<file path="src/hslrgb_pkg.sv">
// ----------------------------------------------------------------------------
// hslrgb_pkg
// Shared types, widths and constants for the HSL to RGB converter.
// ----------------------------------------------------------------------------
`timescale 1ns / 1ps

package hslrgb_pkg;

  // default number of fraction bits in the internal fixed-point format
  localparam int FRAC_BITS_DEF = 16;

  // input and output field widths
  localparam int HUE_W = 13;
  localparam int PCT_W = 11;
  localparam int CH_W  = 8;

  // stream data widths, padded to whole bytes
  localparam int IN_TDATA_W  = 40;
  localparam int OUT_TDATA_W = 24;

  // input ranges
  localparam int HUE_MAX      = 5744;
  localparam int PCT_MAX      = 1600;
  localparam int SEXTANT_SPAN = 960;

  // 1600 = 64 * 25 and 960 = 64 * 15: the power of two becomes a shift
  localparam int POW2_SHIFT = 6;
  localparam int PCT_DIV    = 25;
  localparam int SPAN_DIV   = 15;

  // reciprocal multiply for the small divisors (exact over the input range)
  localparam int RECIP_PCT   = 1311;
  localparam int RECIP_SPAN  = 2185;
  localparam int RECIP_SHIFT = 15;
  localparam int RECIP_PW    = 22;

  // quotient and remainder widths of the split divides
  localparam int PCT_Q_W  = 7;
  localparam int PCT_R_W  = 5;
  localparam int HREM_W   = 10;
  localparam int SPAN_Q_W = 6;
  localparam int SPAN_R_W = 4;

  // hue sextants, red through magenta
  typedef enum logic [2:0] {
    SEXT_RED_YEL = 3'd0,
    SEXT_YEL_GRN = 3'd1,
    SEXT_GRN_CYN = 3'd2,
    SEXT_CYN_BLU = 3'd3,
    SEXT_BLU_MAG = 3'd4,
    SEXT_MAG_RED = 3'd5
  } sextant_t;

endpackage

</file>
<file path="src/hslrgb_prep.sv">
// ----------------------------------------------------------------------------
// hslrgb_prep
// Input clamp, fixed-point scaling of lightness, saturation and hue
// fraction, and the lightness * saturation product. Three register stages.
// ----------------------------------------------------------------------------
`timescale 1ns / 1ps

module hslrgb_prep #(
  parameter int F = hslrgb_pkg::FRAC_BITS_DEF
) (
  input  logic                        clk,
  input  logic                        rst_n,
  // upstream
  input  logic                        up_valid,
  output logic                        up_ready,
  input  logic [hslrgb_pkg::HUE_W-1:0] up_hue,
  input  logic [hslrgb_pkg::PCT_W-1:0] up_sat,
  input  logic [hslrgb_pkg::PCT_W-1:0] up_lig,
  // downstream
  output logic                        dn_valid,
  input  logic                        dn_ready,
  output logic [F:0]                  dn_l,
  output logic [F:0]                  dn_s,
  output logic [F:0]                  dn_p,
  output logic                        dn_lo,
  output hslrgb_pkg::sextant_t        dn_sext,
  output logic [F-1:0]                dn_fract
);
  import hslrgb_pkg::*;

  localparam int FW = F - POW2_SHIFT;
  localparam int PW = 2 * F + 2;

  typedef logic [PCT_DIV-1:0][FW-1:0]  tab_pct_t;
  typedef logic [SPAN_DIV-1:0][FW-1:0] tab_span_t;

  // remainder tables: floor(r * 2^FW / divisor)
  function automatic tab_pct_t mk_tab_pct();
    tab_pct_t t;
    for (int i = 0; i < PCT_DIV; i++) t[i] = FW'((i << FW) / PCT_DIV);
    return t;
  endfunction

  function automatic tab_span_t mk_tab_span();
    tab_span_t t;
    for (int i = 0; i < SPAN_DIV; i++) t[i] = FW'((i << FW) / SPAN_DIV);
    return t;
  endfunction

  localparam tab_pct_t  TAB_PCT  = mk_tab_pct();
  localparam tab_span_t TAB_SPAN = mk_tab_span();

  // stage valid bits and enables
  logic [2:0] vld_r;
  logic [2:0] en;

  assign en[2]    = !vld_r[2] || dn_ready;
  assign en[1]    = !vld_r[1] || en[2];
  assign en[0]    = !vld_r[0] || en[1];
  assign up_ready = en[0];
  assign dn_valid = vld_r[2];

  always_ff @(posedge clk) begin
    if (!rst_n) begin
      vld_r <= '0;
    end else begin
      if (en[0]) vld_r[0] <= up_valid;
      if (en[1]) vld_r[1] <= vld_r[0];
      if (en[2]) vld_r[2] <= vld_r[1];
    end
  end

  // stage 0: clamp, coarse quotients, sextant split
  logic [HUE_W-1:0]    hue_c;
  logic [PCT_W-1:0]    sat_c;
  logic [PCT_W-1:0]    lig_c;
  logic [RECIP_PW-1:0] lq_prod;
  logic [RECIP_PW-1:0] sq_prod;
  logic [HUE_W-1:0]    hue_base;
  logic [HUE_W-1:0]    hue_diff;

  logic [PCT_W-1:0]   lig_nxt, sat_nxt;
  logic [PCT_Q_W-1:0] lq_nxt, sq_nxt;
  logic               lo_nxt;
  sextant_t           sext0_nxt;
  logic [HREM_W-1:0]  hrem_nxt;

  logic [PCT_W-1:0]   lig_r, sat_r;
  logic [PCT_Q_W-1:0] lq_r, sq_r;
  logic               lo0_r;
  sextant_t           sext0_r;
  logic [HREM_W-1:0]  hrem0_r;

  always_comb begin
    hue_c = (up_hue > HUE_W'(HUE_MAX)) ? HUE_W'(HUE_MAX) : up_hue;
    sat_c = (up_sat > PCT_W'(PCT_MAX)) ? PCT_W'(PCT_MAX) : up_sat;
    lig_c = (up_lig > PCT_W'(PCT_MAX)) ? PCT_W'(PCT_MAX) : up_lig;

    lq_prod = RECIP_PW'(lig_c) * RECIP_PW'(RECIP_PCT);
    sq_prod = RECIP_PW'(sat_c) * RECIP_PW'(RECIP_PCT);

    // sextant by compare against the span boundaries
    if (hue_c >= HUE_W'(5 * SEXTANT_SPAN)) begin
      sext0_nxt = SEXT_MAG_RED;
      hue_base  = HUE_W'(5 * SEXTANT_SPAN);
    end else if (hue_c >= HUE_W'(4 * SEXTANT_SPAN)) begin
      sext0_nxt = SEXT_BLU_MAG;
      hue_base  = HUE_W'(4 * SEXTANT_SPAN);
    end else if (hue_c >= HUE_W'(3 * SEXTANT_SPAN)) begin
      sext0_nxt = SEXT_CYN_BLU;
      hue_base  = HUE_W'(3 * SEXTANT_SPAN);
    end else if (hue_c >= HUE_W'(2 * SEXTANT_SPAN)) begin
      sext0_nxt = SEXT_GRN_CYN;
      hue_base  = HUE_W'(2 * SEXTANT_SPAN);
    end else if (hue_c >= HUE_W'(SEXTANT_SPAN)) begin
      sext0_nxt = SEXT_YEL_GRN;
      hue_base  = HUE_W'(SEXTANT_SPAN);
    end else begin
      sext0_nxt = SEXT_RED_YEL;
      hue_base  = '0;
    end
    hue_diff = hue_c - hue_base;

    lig_nxt  = lig_c;
    sat_nxt  = sat_c;
    lq_nxt   = lq_prod[RECIP_SHIFT +: PCT_Q_W];
    sq_nxt   = sq_prod[RECIP_SHIFT +: PCT_Q_W];
    lo_nxt   = (lig_c <= PCT_W'(PCT_MAX / 2));
    hrem_nxt = hue_diff[HREM_W-1:0];
  end

  always_ff @(posedge clk) begin
    if (en[0]) begin
      lig_r   <= lig_nxt;
      sat_r   <= sat_nxt;
      lq_r    <= lq_nxt;
      sq_r    <= sq_nxt;
      lo0_r   <= lo_nxt;
      sext0_r <= sext0_nxt;
      hrem0_r <= hrem_nxt;
    end
  end

  // stage 1: remainders and table lookup give L and S; coarse hue quotient
  logic [PCT_W-1:0]    lmul, smul, ldiff, sdiff;
  logic [RECIP_PW-1:0] hq_prod;
  logic [F:0]          l1_nxt, s1_nxt;
  logic [SPAN_Q_W-1:0] hq_nxt;

  logic [F:0]          l1_r, s1_r;
  logic                lo1_r;
  sextant_t            sext1_r;
  logic [HREM_W-1:0]   hrem1_r;
  logic [SPAN_Q_W-1:0] hq_r;

  always_comb begin
    lmul    = PCT_W'(lq_r) * PCT_W'(PCT_DIV);
    smul    = PCT_W'(sq_r) * PCT_W'(PCT_DIV);
    ldiff   = lig_r - lmul;
    sdiff   = sat_r - smul;
    l1_nxt  = {lq_r, TAB_PCT[ldiff[PCT_R_W-1:0]]};
    s1_nxt  = {sq_r, TAB_PCT[sdiff[PCT_R_W-1:0]]};
    hq_prod = RECIP_PW'(hrem0_r) * RECIP_PW'(RECIP_SPAN);
    hq_nxt  = hq_prod[RECIP_SHIFT +: SPAN_Q_W];
  end

  always_ff @(posedge clk) begin
    if (en[1]) begin
      l1_r    <= l1_nxt;
      s1_r    <= s1_nxt;
      lo1_r   <= lo0_r;
      sext1_r <= sext0_r;
      hrem1_r <= hrem0_r;
      hq_r    <= hq_nxt;
    end
  end

  // stage 2: L * S product and hue fraction
  logic [PW-1:0]     ls_prod;
  logic [HREM_W-1:0] hmul, hdiff;
  logic [F:0]        p_nxt;
  logic [F-1:0]      fract_nxt;

  logic [F:0]        l2_r, s2_r, p2_r;
  logic              lo2_r;
  sextant_t          sext2_r;
  logic [F-1:0]      fract2_r;

  always_comb begin
    ls_prod   = PW'(l1_r) * PW'(s1_r);
    p_nxt     = ls_prod[2*F:F];
    hmul      = HREM_W'(hq_r) * HREM_W'(SPAN_DIV);
    hdiff     = hrem1_r - hmul;
    fract_nxt = {hq_r, TAB_SPAN[hdiff[SPAN_R_W-1:0]]};
  end

  always_ff @(posedge clk) begin
    if (en[2]) begin
      l2_r     <= l1_r;
      s2_r     <= s1_r;
      p2_r     <= p_nxt;
      lo2_r    <= lo1_r;
      sext2_r  <= sext1_r;
      fract2_r <= fract_nxt;
    end
  end

  assign dn_l     = l2_r;
  assign dn_s     = s2_r;
  assign dn_p     = p2_r;
  assign dn_lo    = lo2_r;
  assign dn_sext  = sext2_r;
  assign dn_fract = fract2_r;

endmodule

</file>
<file path="src/hslrgb_blend.sv">
// ----------------------------------------------------------------------------
// hslrgb_blend
// Chroma top v, bottom m and the blend term (v - m) * fract.
// Three register stages.
// ----------------------------------------------------------------------------
`timescale 1ns / 1ps

module hslrgb_blend #(
  parameter int F = hslrgb_pkg::FRAC_BITS_DEF
) (
  input  logic                 clk,
  input  logic                 rst_n,
  // upstream
  input  logic                 up_valid,
  output logic                 up_ready,
  input  logic [F:0]           up_l,
  input  logic [F:0]           up_s,
  input  logic [F:0]           up_p,
  input  logic                 up_lo,
  input  hslrgb_pkg::sextant_t up_sext,
  input  logic [F-1:0]         up_fract,
  // downstream
  output logic                 dn_valid,
  input  logic                 dn_ready,
  output logic [F:0]           dn_l,
  output logic [F:0]           dn_v,
  output logic [F:0]           dn_m,
  output logic [F:0]           dn_vsf,
  output hslrgb_pkg::sextant_t dn_sext
);
  import hslrgb_pkg::*;

  localparam int VW = F + 2;
  localparam int MW = 2 * F + 1;
  localparam logic [VW-1:0] ONE = VW'(1) << F;

  // stage valid bits and enables
  logic [2:0] vld_r;
  logic [2:0] en;

  assign en[2]    = !vld_r[2] || dn_ready;
  assign en[1]    = !vld_r[1] || en[2];
  assign en[0]    = !vld_r[0] || en[1];
  assign up_ready = en[0];
  assign dn_valid = vld_r[2];

  always_ff @(posedge clk) begin
    if (!rst_n) begin
      vld_r <= '0;
    end else begin
      if (en[0]) vld_r[0] <= up_valid;
      if (en[1]) vld_r[1] <= vld_r[0];
      if (en[2]) vld_r[2] <= vld_r[1];
    end
  end

  // stage 0: chroma top, clamped to 1.0
  logic [VW-1:0] lp_sum, ls_sum, v_raw;
  logic [F:0]    v_nxt;

  logic [F:0]    l0_r, v0_r;
  sextant_t      sext0_r;
  logic [F-1:0]  fract0_r;

  always_comb begin
    lp_sum = VW'(up_l) + VW'(up_p);
    ls_sum = VW'(up_l) + VW'(up_s);
    if (up_lo) begin
      v_raw = lp_sum;
    end else if (ls_sum > VW'(up_p)) begin
      v_raw = ls_sum - VW'(up_p);
    end else begin
      v_raw = '0;
    end
    v_nxt = (v_raw > ONE) ? ONE[F:0] : v_raw[F:0];
  end

  always_ff @(posedge clk) begin
    if (en[0]) begin
      l0_r     <= up_l;
      v0_r     <= v_nxt;
      sext0_r  <= up_sext;
      fract0_r <= up_fract;
    end
  end

  // stage 1: bottom m = 2L - v, kept within 0..v
  logic [VW-1:0] l_dbl, m_raw;
  logic [F:0]    m_nxt;

  logic [F:0]    l1_r, v1_r, m1_r;
  sextant_t      sext1_r;
  logic [F-1:0]  fract1_r;

  always_comb begin
    l_dbl = {l0_r, 1'b0};
    m_raw = (l_dbl > VW'(v0_r)) ? (l_dbl - VW'(v0_r)) : '0;
    m_nxt = (m_raw > VW'(v0_r)) ? v0_r : m_raw[F:0];
  end

  always_ff @(posedge clk) begin
    if (en[1]) begin
      l1_r     <= l0_r;
      v1_r     <= v0_r;
      m1_r     <= m_nxt;
      sext1_r  <= sext0_r;
      fract1_r <= fract0_r;
    end
  end

  // stage 2: blend term (v - m) * fract
  logic [F:0]    vm_diff;
  logic [MW-1:0] vsf_prod;

  logic [F:0]    l2_r, v2_r, m2_r, vsf2_r;
  sextant_t      sext2_r;

  always_comb begin
    vm_diff  = v1_r - m1_r;
    vsf_prod = MW'(vm_diff) * MW'(fract1_r);
  end

  always_ff @(posedge clk) begin
    if (en[2]) begin
      l2_r    <= l1_r;
      v2_r    <= v1_r;
      m2_r    <= m1_r;
      vsf2_r  <= vsf_prod[2*F:F];
      sext2_r <= sext1_r;
    end
  end

  assign dn_l    = l2_r;
  assign dn_v    = v2_r;
  assign dn_m    = m2_r;
  assign dn_vsf  = vsf2_r;
  assign dn_sext = sext2_r;

endmodule

</file>
<file path="src/hslrgb_out.sv">
// ----------------------------------------------------------------------------
// hslrgb_out
// Channel selection by sextant and scaling to 8-bit channels.
// Two register stages, the last one is the output register.
// ----------------------------------------------------------------------------
`timescale 1ns / 1ps

module hslrgb_out #(
  parameter int F = hslrgb_pkg::FRAC_BITS_DEF
) (
  input  logic                       clk,
  input  logic                       rst_n,
  // upstream
  input  logic                       up_valid,
  output logic                       up_ready,
  input  logic [F:0]                 up_l,
  input  logic [F:0]                 up_v,
  input  logic [F:0]                 up_m,
  input  logic [F:0]                 up_vsf,
  input  hslrgb_pkg::sextant_t       up_sext,
  // downstream
  output logic                       dn_valid,
  input  logic                       dn_ready,
  output logic [hslrgb_pkg::CH_W-1:0] dn_red,
  output logic [hslrgb_pkg::CH_W-1:0] dn_green,
  output logic [hslrgb_pkg::CH_W-1:0] dn_blue
);
  import hslrgb_pkg::*;

  localparam int SW = F + 1 + CH_W;

  // stage valid bits and enables
  logic [1:0] vld_r;
  logic [1:0] en;

  assign en[1]    = !vld_r[1] || dn_ready;
  assign en[0]    = !vld_r[0] || en[1];
  assign up_ready = en[0];
  assign dn_valid = vld_r[1];

  always_ff @(posedge clk) begin
    if (!rst_n) begin
      vld_r <= '0;
    end else begin
      if (en[0]) vld_r[0] <= up_valid;
      if (en[1]) vld_r[1] <= vld_r[0];
    end
  end

  // stage 0: middle values and channel routing
  logic [F:0] mid1, mid2;
  logic [F:0] r_nxt, g_nxt, b_nxt;
  logic [F:0] r_r, g_r, b_r;

  always_comb begin
    mid1 = up_m + up_vsf;
    mid2 = up_v - up_vsf;
    r_nxt = up_l;
    g_nxt = up_l;
    b_nxt = up_l;
    // zero chroma top leaves all channels at lightness
    if (up_v != '0) begin
      case (up_sext)
        SEXT_RED_YEL: begin r_nxt = up_v; g_nxt = mid1; b_nxt = up_m; end
        SEXT_YEL_GRN: begin r_nxt = mid2; g_nxt = up_v; b_nxt = up_m; end
        SEXT_GRN_CYN: begin r_nxt = up_m; g_nxt = up_v; b_nxt = mid1; end
        SEXT_CYN_BLU: begin r_nxt = up_m; g_nxt = mid2; b_nxt = up_v; end
        SEXT_BLU_MAG: begin r_nxt = mid1; g_nxt = up_m; b_nxt = up_v; end
        default:      begin r_nxt = up_v; g_nxt = up_m; b_nxt = mid2; end
      endcase
    end
  end

  always_ff @(posedge clk) begin
    if (en[0]) begin
      r_r <= r_nxt;
      g_r <= g_nxt;
      b_r <= b_nxt;
    end
  end

  // stage 1: channel * 255 by shift and subtract, truncated and limited
  function automatic logic [CH_W-1:0] to_byte(input logic [F:0] c);
    logic [SW-1:0]   scaled;
    logic [CH_W:0]   whole;
    scaled = {c, CH_W'(0)} - SW'(c);
    whole  = scaled[SW-1:F];
    return whole[CH_W] ? {CH_W{1'b1}} : whole[CH_W-1:0];
  endfunction

  logic [CH_W-1:0] red_r, green_r, blue_r;

  always_ff @(posedge clk) begin
    if (en[1]) begin
      red_r   <= to_byte(r_r);
      green_r <= to_byte(g_r);
      blue_r  <= to_byte(b_r);
    end
  end

  assign dn_red   = red_r;
  assign dn_green = green_r;
  assign dn_blue  = blue_r;

endmodule

</file>
<file path="src/hsl_to_rgb_converter_unit.sv">
// ----------------------------------------------------------------------------
// hsl_to_rgb_converter_unit
// Pipeline: 8 register stages. Throughput: one color per clock unless
// out_tready stalls; a full stage holds while the next cannot take its
// item, so empty stages keep filling while the output is stalled.
// Reset: synchronous active-low rst_n clears all stage valid bits; no state.
// ----------------------------------------------------------------------------
`timescale 1ns / 1ps

module hsl_to_rgb_converter_unit #(
  parameter int INTERNAL_FRAC_BITS = hslrgb_pkg::FRAC_BITS_DEF
) (
  input  logic                              clk,
  input  logic                              rst_n,
  // input stream
  input  logic                              in_tvalid,
  output logic                              in_tready,
  input  logic [hslrgb_pkg::IN_TDATA_W-1:0]  in_tdata,  // hue, saturation, lightness
  // output stream
  output logic                              out_tvalid,
  input  logic                              out_tready,
  output logic [hslrgb_pkg::OUT_TDATA_W-1:0] out_tdata  // red, green, blue
);
  import hslrgb_pkg::*;

  localparam int F = INTERNAL_FRAC_BITS;

  // unpack input fields
  logic [HUE_W-1:0] in_hue;
  logic [PCT_W-1:0] in_sat;
  logic [PCT_W-1:0] in_lig;

  assign in_hue = in_tdata[HUE_W-1:0];
  assign in_sat = in_tdata[HUE_W +: PCT_W];
  assign in_lig = in_tdata[HUE_W+PCT_W +: PCT_W];

  // scaling stages
  logic         pb_valid, pb_ready;
  logic [F:0]   pb_l, pb_s, pb_p;
  logic         pb_lo;
  sextant_t     pb_sext;
  logic [F-1:0] pb_fract;

  hslrgb_prep #(.F(F)) u_prep (
    .clk      (clk),
    .rst_n    (rst_n),
    .up_valid (in_tvalid),
    .up_ready (in_tready),
    .up_hue   (in_hue),
    .up_sat   (in_sat),
    .up_lig   (in_lig),
    .dn_valid (pb_valid),
    .dn_ready (pb_ready),
    .dn_l     (pb_l),
    .dn_s     (pb_s),
    .dn_p     (pb_p),
    .dn_lo    (pb_lo),
    .dn_sext  (pb_sext),
    .dn_fract (pb_fract)
  );

  // chroma and blend stages
  logic       bo_valid, bo_ready;
  logic [F:0] bo_l, bo_v, bo_m, bo_vsf;
  sextant_t   bo_sext;

  hslrgb_blend #(.F(F)) u_blend (
    .clk      (clk),
    .rst_n    (rst_n),
    .up_valid (pb_valid),
    .up_ready (pb_ready),
    .up_l     (pb_l),
    .up_s     (pb_s),
    .up_p     (pb_p),
    .up_lo    (pb_lo),
    .up_sext  (pb_sext),
    .up_fract (pb_fract),
    .dn_valid (bo_valid),
    .dn_ready (bo_ready),
    .dn_l     (bo_l),
    .dn_v     (bo_v),
    .dn_m     (bo_m),
    .dn_vsf   (bo_vsf),
    .dn_sext  (bo_sext)
  );

  // channel routing and byte scaling
  logic [CH_W-1:0] red, green, blue;

  hslrgb_out #(.F(F)) u_out (
    .clk      (clk),
    .rst_n    (rst_n),
    .up_valid (bo_valid),
    .up_ready (bo_ready),
    .up_l     (bo_l),
    .up_v     (bo_v),
    .up_m     (bo_m),
    .up_vsf   (bo_vsf),
    .up_sext  (bo_sext),
    .dn_valid (out_tvalid),
    .dn_ready (out_tready),
    .dn_red   (red),
    .dn_green (green),
    .dn_blue  (blue)
  );

  // pack output fields
  assign out_tdata = {blue, green, red};

endmodule

</file>
<file path="config.mk">
export PLATFORM = sky130hd
export DESIGN_NAME = hsl_to_rgb_converter_unit
export DESIGN_NICKNAME = d
export VERILOG_FILES = /design/src/hslrgb_pkg.sv /design/src/hslrgb_prep.sv /design/src/hslrgb_blend.sv /design/src/hslrgb_out.sv /design/src/hsl_to_rgb_converter_unit.sv
export SDC_FILE = /design/constraint.sdc
export NUM_CORES = 2
export LEC_CHECK = 0
export BUFFER_PORTS_ARGS = -buffer_cell sky130_fd_sc_hd__buf_4
export CELL_PAD_IN_SITES_DETAIL_PLACEMENT = 0
export CELL_PAD_IN_SITES_GLOBAL_PLACEMENT = 1
export CORE_UTILIZATION = 51
export CTS_CLUSTER_DIAMETER = 120
export CTS_CLUSTER_SIZE = 8
export DETAILED_ROUTE_END_ITERATION = 8
export PLACE_DENSITY_LB_ADDON = 0.3
export SYNTH_ARGS = -nofsm -noshare
export SYNTH_HDL_FRONTEND = slang
export SYNTH_SLANG_ARGS = --single-unit
export TNS_END_PERCENT = 50
</file>
<file path="constraint.sdc">
create_clock -name clk -period 10.7 [get_ports clk]
set_clock_uncertainty 0.15 [all_clocks]
set_input_delay 0.535 -clock clk [delete_from_list [all_inputs] [get_ports clk]]
set_output_delay 0.535 -clock clk [all_outputs]
set_load 0.02 [all_outputs]
</file>
==> impl_metrics.ini <==
[global_route]
antenna_found_initial = 0
grt_start_max_net_pins = 72
grt_pass1_vias = 32900
grt_pass1_wl_mm = 176
grt_overflow = 0
track_usage_pct = 23.9

[worst_setup_path]
cp-start-kind = flop
arrival_ns = 9.50
reg2reg_depth = 33
endpoint = u_blend.dn_vsf[16]
slowest_delay_ns = 0.65
reg2reg_slack_ns = 1.43
regToRegEndpoint = u_blend.dn_vsf[16]
reg2reg_from = u_blend.m1_r[0]
criticalPathCategory = flop to flop
cp-end-kind = flop
crit_path_top_delay_cell = o31ai_1
critPathMostFrequentCell = fa_1
crit_required_ns = 10.93
critical_path.max_fanout = 5
startpoint = u_blend.m1_r[0]

[drt]
drc = 0
ant_nets = 0
drt_wl_total_mm = 108
vias = 32500
vias_per_cell = 5.48
wire_per_inst_um = 18.3
drtPass1Iterations = 6
drt_iter0_markers = 1883

[die]
start_util_pct = 51.5
io-pin-count = 70
die_w_um = 304
die_h_um = 304
rows = 110
core_um2 = 90100
dieArea_um2 = 92300

[placement]
dp.final_hpwl_mm = 85.3
globalplace.congestion = 0.924
io_buffers = 64

[synthesis]
ys.flop_type = edfxtp_1
ys_async_sr_fraction_pct = 0
netlist_instances = 4688
synth_area_um2 = 46500
synth-simple-area-share_pct = 12.0
synth_xor_xnor_area_share_pct = 3.85
synthMuxAreaShare_pct = 0.501
synth_cell_types = 88
synthAdderAreaFrac_pct = 38.7
synth_warnings = 0
ys_ff_latch = 416
ys_seq_area_share_pct = 26.7
synth_fp_nets = 5864
synth_top_family_by_area = adder cells
synth_edf_count = 408
syn_area_per_cell_um2 = 9.91
synth_compound_area_share_pct = 9.97

[timing]
setup_viol = 0
rsz0062_at_grt = false
max_freq_mhz = 108
finalHoldViolations = 0
period_minus_slack_ns = 9.27
setup_tns_ns = 0
slew_viol_final = 0
finalCritPeriodShare_pct = 86.6
worst_pin_slew_ns = 1.12
relSlewSlack_pct = 24.1

[run_status]
outcome = finished clean

[cts]
htreeDepth = 2
clock-sinks = 416
clk_path_buf_depth = 3
cts_buffers = 58
path_clk_slew_ns = 0.06
insertion_delay_ns = 0.63
cts_tree = built
cts_root_buf = clkbuf_16
post_cts_buffers = 0

[flow_run]
drv_cap = 0

[finish]
insertedDiodeCount = 0
drive_above_1_share_pct = 4.98
area_delta_synth_final_pct = 7.40
finalNetCount = 5904
fillers = 7986

[hold_path]
hp-class = input port to flop
[logic make-up (layout without fill, tap and decap cells)]
logic type | after synthesis | in the layout
xor gates and xnor gates | 204 | 204
buffers and inverters | 1021 | 1088
AOI/OAI and AO/OA | 712 | 712
muxes | 21 | 21
adders and majority gates | 1133 | 1133
DFF | 416 | 416
and+or+nand+nor | 1181 | 1181
[per-layer routing]
| layer | global-route usage (%) | vias up | part of all wire (%) |
|---|---|---|---|
| met1 | 32.2 | 16000 | 44 |
| met5 | 0 | - | 0 |
| met2 | 41.4 | 737 | 49 |
| li1 | - | 15600 | - |
| met4 | 6.39 | 0 | 2.6 |
| met3 | 2.22 | 167 | 4.3 |
[how the worst min path moves through the flow]
stage | slack, ns | cells after the start | to | from
after floorplan | 0.25 | 0 | u_blend.dn_l[0] | u_blend.l1_r[0]
after global placement | 0.25 | 0 | u_blend.dn_l[10] | u_blend.l1_r[10]
after detailed placement | 0.25 | 0 | u_blend.dn_l[16] | u_blend.l1_r[16]
after CTS | 0.002 | 2 | u_prep.hrem0_r[5] | in_tdata[5]
after global routing | 0.01 | 2 | u_prep.hrem0_r[5] | in_tdata[5]
final | 0.04 | 2 | u_prep.hrem0_r[5] | in_tdata[5]
[what timing repair did]
action                     4_1_cts  5_1_grt
hold endpoints to repair         1        0
setup endpoints to repair        0        0
hold buffers                     1        0
resized for setup                0        0
[flip-flops by register name (all words and copies together), names as in the netlist, 8 cells and up]
| signal | count |
|---|---|
| u_prep.dn_p | 17 |
| u_blend.dn_m | 17 |
| u_out.dn_blue | 8 |
| u_prep.hrem0_r | 10 |
| u_out.r_r | 17 |
| u_out.b_r | 17 |
| u_blend.m1_r | 17 |
| u_out.dn_green | 8 |
| u_blend.l0_r | 17 |
| u_prep.l1_r | 17 |
| u_blend.v0_r | 17 |
| u_blend.fract1_r | 10 |
| u_blend.l1_r | 17 |
| u_out.dn_red | 8 |
| u_prep.dn_s | 17 |
| u_prep.dn_fract | 10 |
| u_blend.v1_r | 17 |
| u_prep.dn_l | 17 |
| u_blend.dn_vsf | 17 |
| u_blend.dn_l | 17 |
| u_blend.dn_v | 17 |
| u_out.g_r | 17 |
| u_prep.s1_r | 17 |
| u_blend.fract0_r | 10 |
[Yosys cell counts (all sizes together), types with 9 or more instances]
cell	count	share of area (%)
o22ai	27	0.36
nor4	13	0.18
nor2b	52	0.70
o41ai	12	0.26
o21a	47	0.76
nand4	12	0.16
nor3	65	0.74
clkbuf	121	0.98
a211oi	27	0.44
o21ai	168	1.8
xnor2	147	2.8
inv	892	7.2
edfxtp	408	26
mux2	18	0.44
a31oi	27	0.36
nand2b	37	0.50
or2	12	0.16
ha	623	17
o221ai	21	0.40
o31ai	11	0.20
and2	161	2.2
or3	15	0.20
nand3	53	0.60
a21oi	181	2.0
fa	509	22
o211ai	18	0.29
nand2	490	4.0
o21bai	23	0.37
xor2	57	1.1
nor2	228	1.8
a21boi	9	0.15
and3	10	0.13
a21o	58	0.94
[placed cells by master (no fill, tap or decap), types with 9 or more instances in the layout]
cell	n
and3_1	10
clkbuf_1	24
fa_1	509
nor3_1	62
buf_4	108
nand2b_1	37
nand4_1	12
o31ai_1	9
xnor2_1	147
clkbuf_16	59
o21ai_0	161
o22ai_1	27
nand3_1	52
or2_2	12
o41ai_1	10
o221ai_1	21
a21o_1	58
xor2_1	57
nand2_1	487
nor4_1	13
a211oi_1	27
o21bai_1	23
edfxtp_1	408
or3_1	15
nor2b_1	52
a21oi_1	179
nor2_1	227
mux2_2	17
a31oi_1	27
inv_1	886
o21a_1	47
and2_1	161
o211ai_1	18
ha_1	623
[area by class of cell]
class / instances / area [um2] / share of cell area [%]
flip-flops and latches: 416 / 12400 / 24.9
inverters: 892 / 3350 / 6.71
multi-input cells: 3251 / 30200 / 60.6
repair buffers: 109 / 821 / 1.65
clock buffers: 83 / 1570 / 3.14
clock inverters: 4 / 62.6 / 0.125
well taps: 1176 / 1470 / 2.95
[worst max-delay path, delay by kind of cell (launching register included)]
kind,cells,cell delay (ns)
simple gates,4,0.64
flops,1,0.39
compound gates,14,3.29
xor+xnor,2,0.58
buf+inv,4,0.28
fa+ha+maj,9,3.68
[stage by stage]
step | utilization (%) | hold slack, ns | area [um2] | cells | setup WS, ns
floorplan | - | 0.250 | 46500 | 4688 | 2.50
global placement | 53.5 | 0.251 | 48300 | 5843 | 1.46
detailed placement | 53.5 | 0.255 | 48300 | 5843 | 1.41
CTS | 55.3 | 0.00207 | 49900 | 5931 | 1.38
global route | 55.3 | 0.0137 | 49900 | 5931 | 0.727
finish | 55.3 | 0.0355 | 49900 | 5931 | 1.43
Power is not shown: default switching activity piles up to over one toggle a cycle in this logic, so the estimate is an artifact.
